**src/rtl/qrm_pkg.sv**
```systemverilog
// qrm_pkg: shared types and constants for the quadrant rotate matrix store
// field widths, operation codes, register indexes and the remap result struct
// no dependencies
package qrm_pkg;

  localparam int ROW_W            = 5;
  localparam int VAL_W            = 32;
  localparam int HALF_W           = 4;
  localparam int HALF_LIMIT       = (1 << HALF_W) - 1;
  localparam int DEF_MAX_HALF     = 15;
  localparam int DEF_ELEMENT_BITS = 32;
  localparam int DATA_W           = 32;
  localparam int PADDR_W          = 3;

  localparam logic [HALF_W-1:0] HALF_RESET = 4'd1;

  // register index in the apb map (byte address / 4)
  localparam logic REG_HALF_SIZE = 1'b0;

  typedef enum logic {
    OP_WRITE = 1'b0,
    OP_READ  = 1'b1
  } op_t;

  // source position of a read plus the side-length check
  typedef struct packed {
    logic             in_range;
    logic [ROW_W-1:0] src_row;
    logic [ROW_W-1:0] src_col;
  } remap_t;

endpackage

```
**src/rtl/qrm_remap.sv**
```systemverilog
// qrm_remap: maps a requested position to the stored position after the
// clockwise quadrant turns, and checks it against the matrix side
// depends on qrm_pkg
module qrm_remap import qrm_pkg::*; #(
  parameter int MAX_HALF = DEF_MAX_HALF
) (
  input  logic [HALF_W-1:0] half_size,
  input  logic [ROW_W-1:0]  row,
  input  logic [ROW_W-1:0]  column,
  output remap_t            remap
);

  // the register cannot express more than HALF_LIMIT anyway
  localparam int EFF_HALF = (MAX_HALF < HALF_LIMIT) ? MAX_HALF : HALF_LIMIT;
  localparam int CALC_W   = ROW_W + 1;

  logic [HALF_W-1:0] n;
  logic [CALC_W-1:0] n_w, side, row_w, col_w;
  logic [CALC_W-1:0] base_r, base_c, lr, lc, src_r, src_c;

  always_comb begin
    n      = (half_size > HALF_W'(EFF_HALF)) ? HALF_W'(EFF_HALF) : half_size;
    n_w    = CALC_W'(n);
    side   = (n_w << 1) + CALC_W'(1);
    row_w  = CALC_W'(row);
    col_w  = CALC_W'(column);
    base_r = (row_w < n_w) ? '0 : n_w + CALC_W'(1);
    base_c = (col_w < n_w) ? '0 : n_w + CALC_W'(1);
    lr     = row_w - base_r;
    lc     = col_w - base_c;
    // middle row and middle column stay put
    if ((row_w != n_w) && (col_w != n_w)) begin
      src_r = base_r + n_w - CALC_W'(1) - lc;
      src_c = base_c + lr;
    end else begin
      src_r = row_w;
      src_c = col_w;
    end
    remap.in_range = (row_w < side) && (col_w < side);
    remap.src_row  = src_r[ROW_W-1:0];
    remap.src_col  = src_c[ROW_W-1:0];
  end

endmodule

```
**config.mk**
```make
export PLATFORM = sky130hd
export DESIGN_NAME = qrm_remap
export DESIGN_NICKNAME = d
export VERILOG_FILES = /design/src/rtl/qrm_pkg.sv /design/src/rtl/qrm_remap.sv
export SDC_FILE = /design/constraint.sdc
export NUM_CORES = 1
export LEC_CHECK = 0
export ABC_AREA = 1
export BUFFER_PORTS_ARGS = -buffer_cell sky130_fd_sc_hd__buf_2
export CAP_MARGIN = 10
export CORE_MARGIN = 5
export CORE_UTILIZATION = 32
export DETAILED_ROUTE_END_ITERATION = 6
export GPL_TIMING_DRIVEN = 0
export PLACE_DENSITY = 0.5
export REMOVE_ABC_BUFFERS = 1
export SLEW_MARGIN = 20
export SYNTH_ARGS = -nofsm -noshare
export SYNTH_HDL_FRONTEND = slang
export SYNTH_SLANG_ARGS = --single-unit
```
**constraint.sdc**
```tcl
create_clock -name vclk -period 6.6
set_clock_uncertainty 0.15 [all_clocks]
set_input_delay 0.33 -clock vclk [all_inputs]
set_output_delay 0.33 -clock vclk [all_outputs]
set_load 0.005 [all_outputs]
```
-- Yosys cells after proc, flatten, opt, wreduce, memory -nomap -nowiden
Index checks and enable logic that the tools add are counted.
- add/subtract/negate cells: 8
- order comparisons: 5
- equality and inequality tests: 2
- mux-type cells: 5
- reductions and logical operators: 2
- operators by type and width (kind ; count):
    5-bit 2-to-1 mux ; 4
    5-bit subtractor ; 3
    5-bit by 6-bit < comparator with 1-bit output ; 2
    5-bit by 4-bit < comparator with 1-bit output ; 2
    5-bit by 4-bit != test with 1-bit output ; 2
    5-bit by 1-bit adder with 6-bit output, second input constant ; 1
    4-bit by 1-bit adder with 5-bit output, second input constant ; 1
    5-bit by 4-bit adder with 5-bit output ; 1
    5-bit adder ; 1
    5-bit by 1-bit subtractor with 5-bit output, second input constant ; 1
    4-bit greater-than comparator, second input constant ; 1
    4-bit 2-to-1 mux ; 1
    1-bit logical AND ; 2
- register bits after elaboration: 0
- input bits: 14
- output and inout port bits: 11
- logic and storage cells: 22

-- Logic depth before layout (Yosys ltp)
- depth after elaboration: 8
- mapped depth: 27
- mapped depth without buffers: 27

-- Worst setup path after synthesis
Ideal clock, no wire load.
- path kind: input port to output port
- start: in half_size[3]
- end: out remap[9] in the netlist's numbering
- data arrival time: 3186 ps
- data required time: 6120 ps
- slack: 2934 ps
- stages on the path: 22
- path buffers: 0
- cell sequence: inv_2 -> ha_1 -> inv_1 -> nor2_2 -> nand3b_2 -> nand3_4 -> inv_1 -> nor2_1 -> fa_1 -> inv_1 -> fa_1 -> inv_1 -> ha_1 -> a21oi_1 -> nand2_1 -> nand2_1 -> nand2_2 -> nand3_1 -> nand2_1 -> nand2_1 -> nand3_1 -> nand2_1
- RTL lines (element ; line ; text):
    from (decl) ; qrm_remap.sv:7 ; input logic [HALF_W-1:0] half_size,
    to (decl) ; qrm_remap.sv:10 ; output remap_t remap

==> impl_metrics.env <==
export IMPL_outcome="complete, no violations"
export IMPL_post_route_util_pct=37.9
export IMPL_grt_first_pass_wirelength_mm=5.27
export IMPL_dpl_hpwl_mm=2.79
export IMPL_place_congestion=0.800
export IMPL_drt_pass1_iter_count=5
export IMPL_path_max_fanout=5
export IMPL_diodes=0
export IMPL_drv_slew=0
export IMPL_layout_cells_non_filler=279
export IMPL_cts_setup_buffers=0
export IMPL_worstSetupStartpointType="primary input"
export IMPL_period_share_pct=63.7
export IMPL_fillers=439
export IMPL_finalHoldViolCount=0
export IMPL_max_cap_viol_count=0
export IMPL_synth_cells=205
export IMPL_fmax_ghz=0.238
export IMPL_worst_slew_margin_rel_pct=71.2
export IMPL_vdd_ir_drop_max_v=0.0000342
export IMPL_required_ps=6120
export IMPL_timing_final_setup_violations=0
export IMPL_die_x_um=75.3
export IMPL_holdWs_ps=866
export IMPL_layout_drive_gt1_share_pct=18.8
export IMPL_n_sequential_cell=0
export IMPL_fin_crit_ps=4210
export IMPL_antenna_found_initial=0
export IMPL_synth_seq_area_share_pct=0
export IMPL_dieArea_um2=5660
export IMPL_row_count=23
export IMPL_syn_to_final_growth_pct=12.9
export IMPL_final_nets=284
export IMPL_p_leak_nw=0.948
export IMPL_ys_types=21
export IMPL_rsz0062_at_grt="false"
export IMPL_holdBufCountCts=0
export IMPL_dp_cells=279
export IMPL_grt_total_usage_pct=11.7
export IMPL_fp_dieH_um=75.3
export IMPL_start_util_pct=33.6
export IMPL_first_iter_violations=38
export IMPL_portBuffers=25
export IMPL_multi_input_area_um2=1130
export IMPL_avgSynthCellArea_um2=6.65
export IMPL_tightestPinTransition_ps=430
export IMPL_ant_nets=0
export IMPL_power_density_nw_per_um2=157
export IMPL_grt_overflow=0
export IMPL_grt_max_degree=12
export IMPL_yosysWarnings=0
export IMPL_regArea_um2=0
export IMPL_drc_errors=0
export IMPL_cts_resized=0
export IMPL_num_vias=1206
export IMPL_mostFrequentLayoutCells="53 x inv_1, 43 x nand2_1, 27 x ha_1"
export IMPL_drt_wl_total_mm=3.03
export IMPL_pin_count=25
export IMPL_fin_tns_setup_ps=0
export IMPL_mostFrequentLayoutCell="inv_1"
export IMPL_post_drt_wl_per_cell_um=10.9
export IMPL_core_region_area_um2=4060
export IMPL_syn_area_um2=1360
export IMPL_viasPerCell=4.32
export IMPL_cp_end_kind="output port"
export IMPL_min_path_type="in -> out"
export IMPL_nClkBuffers=0
export IMPL_cp_arrival_ps=3730
export IMPL_critPathKind="in -> out"
export IMPL_grt_pass1_vias=1182
==> metal layers <==
metal	up-vias	GRT usage, %	part of all wire, %
met5	-	0	0
met4	0	0	0
met3	0	0.267	2.8
met2	13	21.2	45
met1	519	16.6	52
li1	674	-	-
==> final cells by class <==
type	instances	share of cell area (%)
Multi-Input combinational cell	146	73.7
Inverter	58	14.1
Timing Repair Buffer	25	8.13
Tap cell	50	4.07
==> path summary, 6_finish.rpt <==
| kind | cells past startpoint | slack, ps | end | from |
|---|---|---|---|---|
| worst min-delay path | 4 | 870 | remap[7] | row[2] |
| worst max-delay path | 25 | 2390 | remap[9] | half_size[2] |
==> cells in the mapped netlist <==
master,number,area share (%)
inv_1,53,15
nand2_1,43,12
ha_1,27,25
nand3_1,16,5.9
fa_1,12,18
nor2_1,11,3.0
a21oi_1,6,2.2
nand2_2,6,2.8
o21ai_0,6,2.2
inv_2,5,1.4
o21ai_1,4,1.5
xnor2_1,3,1.9
xor2_1,3,1.9
nand3_4,2,2.6
nor2_2,2,0.92
a21o_1,1,0.55
buf_6,1,0.83
nand3_2,1,0.73
nand3b_2,1,0.83
nor2_8,1,1.5
nor4_1,1,0.46
==> cell families (layout without fill, tap and decap cells) <==
kind of cell               after synthesis  after routing  share of synthesized area, %
xor gates and xnor gates                 6              6                          3.86
AOI/OAI and AO/OA                       17             17                          6.43
buffers and inverters                   59             83                          16.8
and+or+nand+nor                         84             84                          30.5
adders and majority gates               39             39                          42.4
==> per-stage QoR <==
step / cell area [µm²] / setup slack [ps] / power [mW]
2_1_floorplan: 1350 / 2930 / 0.169
3_3_place_gp: 1540 / 2390 / 0.242
3_5_place_dp: 1540 / 2360 / 0.247
4_1_cts: 1540 / 2360 / 0.248
5_1_grt: 1540 / 2100 / 0.285
6_report: 1540 / 2390 / 0.241
==> power breakdown <==
part           total, mW  switching (mW)  internal, mW
registers              0               0             0
logic              0.241           0.135         0.107
clock network          0               0             0
total              0.241           0.135         0.107
==> critical path: stages <==
cell and delay, ps:
buf_2 150, inv_1 120, ha_1 320, nand2_1 70, nand2_1 50, nand2_1 90
nand3_4 100, inv_1 140, nor2_1 80, fa_1 480, inv_1 50, fa_1 500
inv_1 40, ha_1 330, a21oi_1 210, nand2_1 70, nand2_1 80, nand2_2 70
inv_2 50, nand2_2 40, nand2_1 60, nand2_1 50, nand3_1 70, nand2_1 50
buf_2 120
No activity file was read; power rests on OpenSTA's default activity.
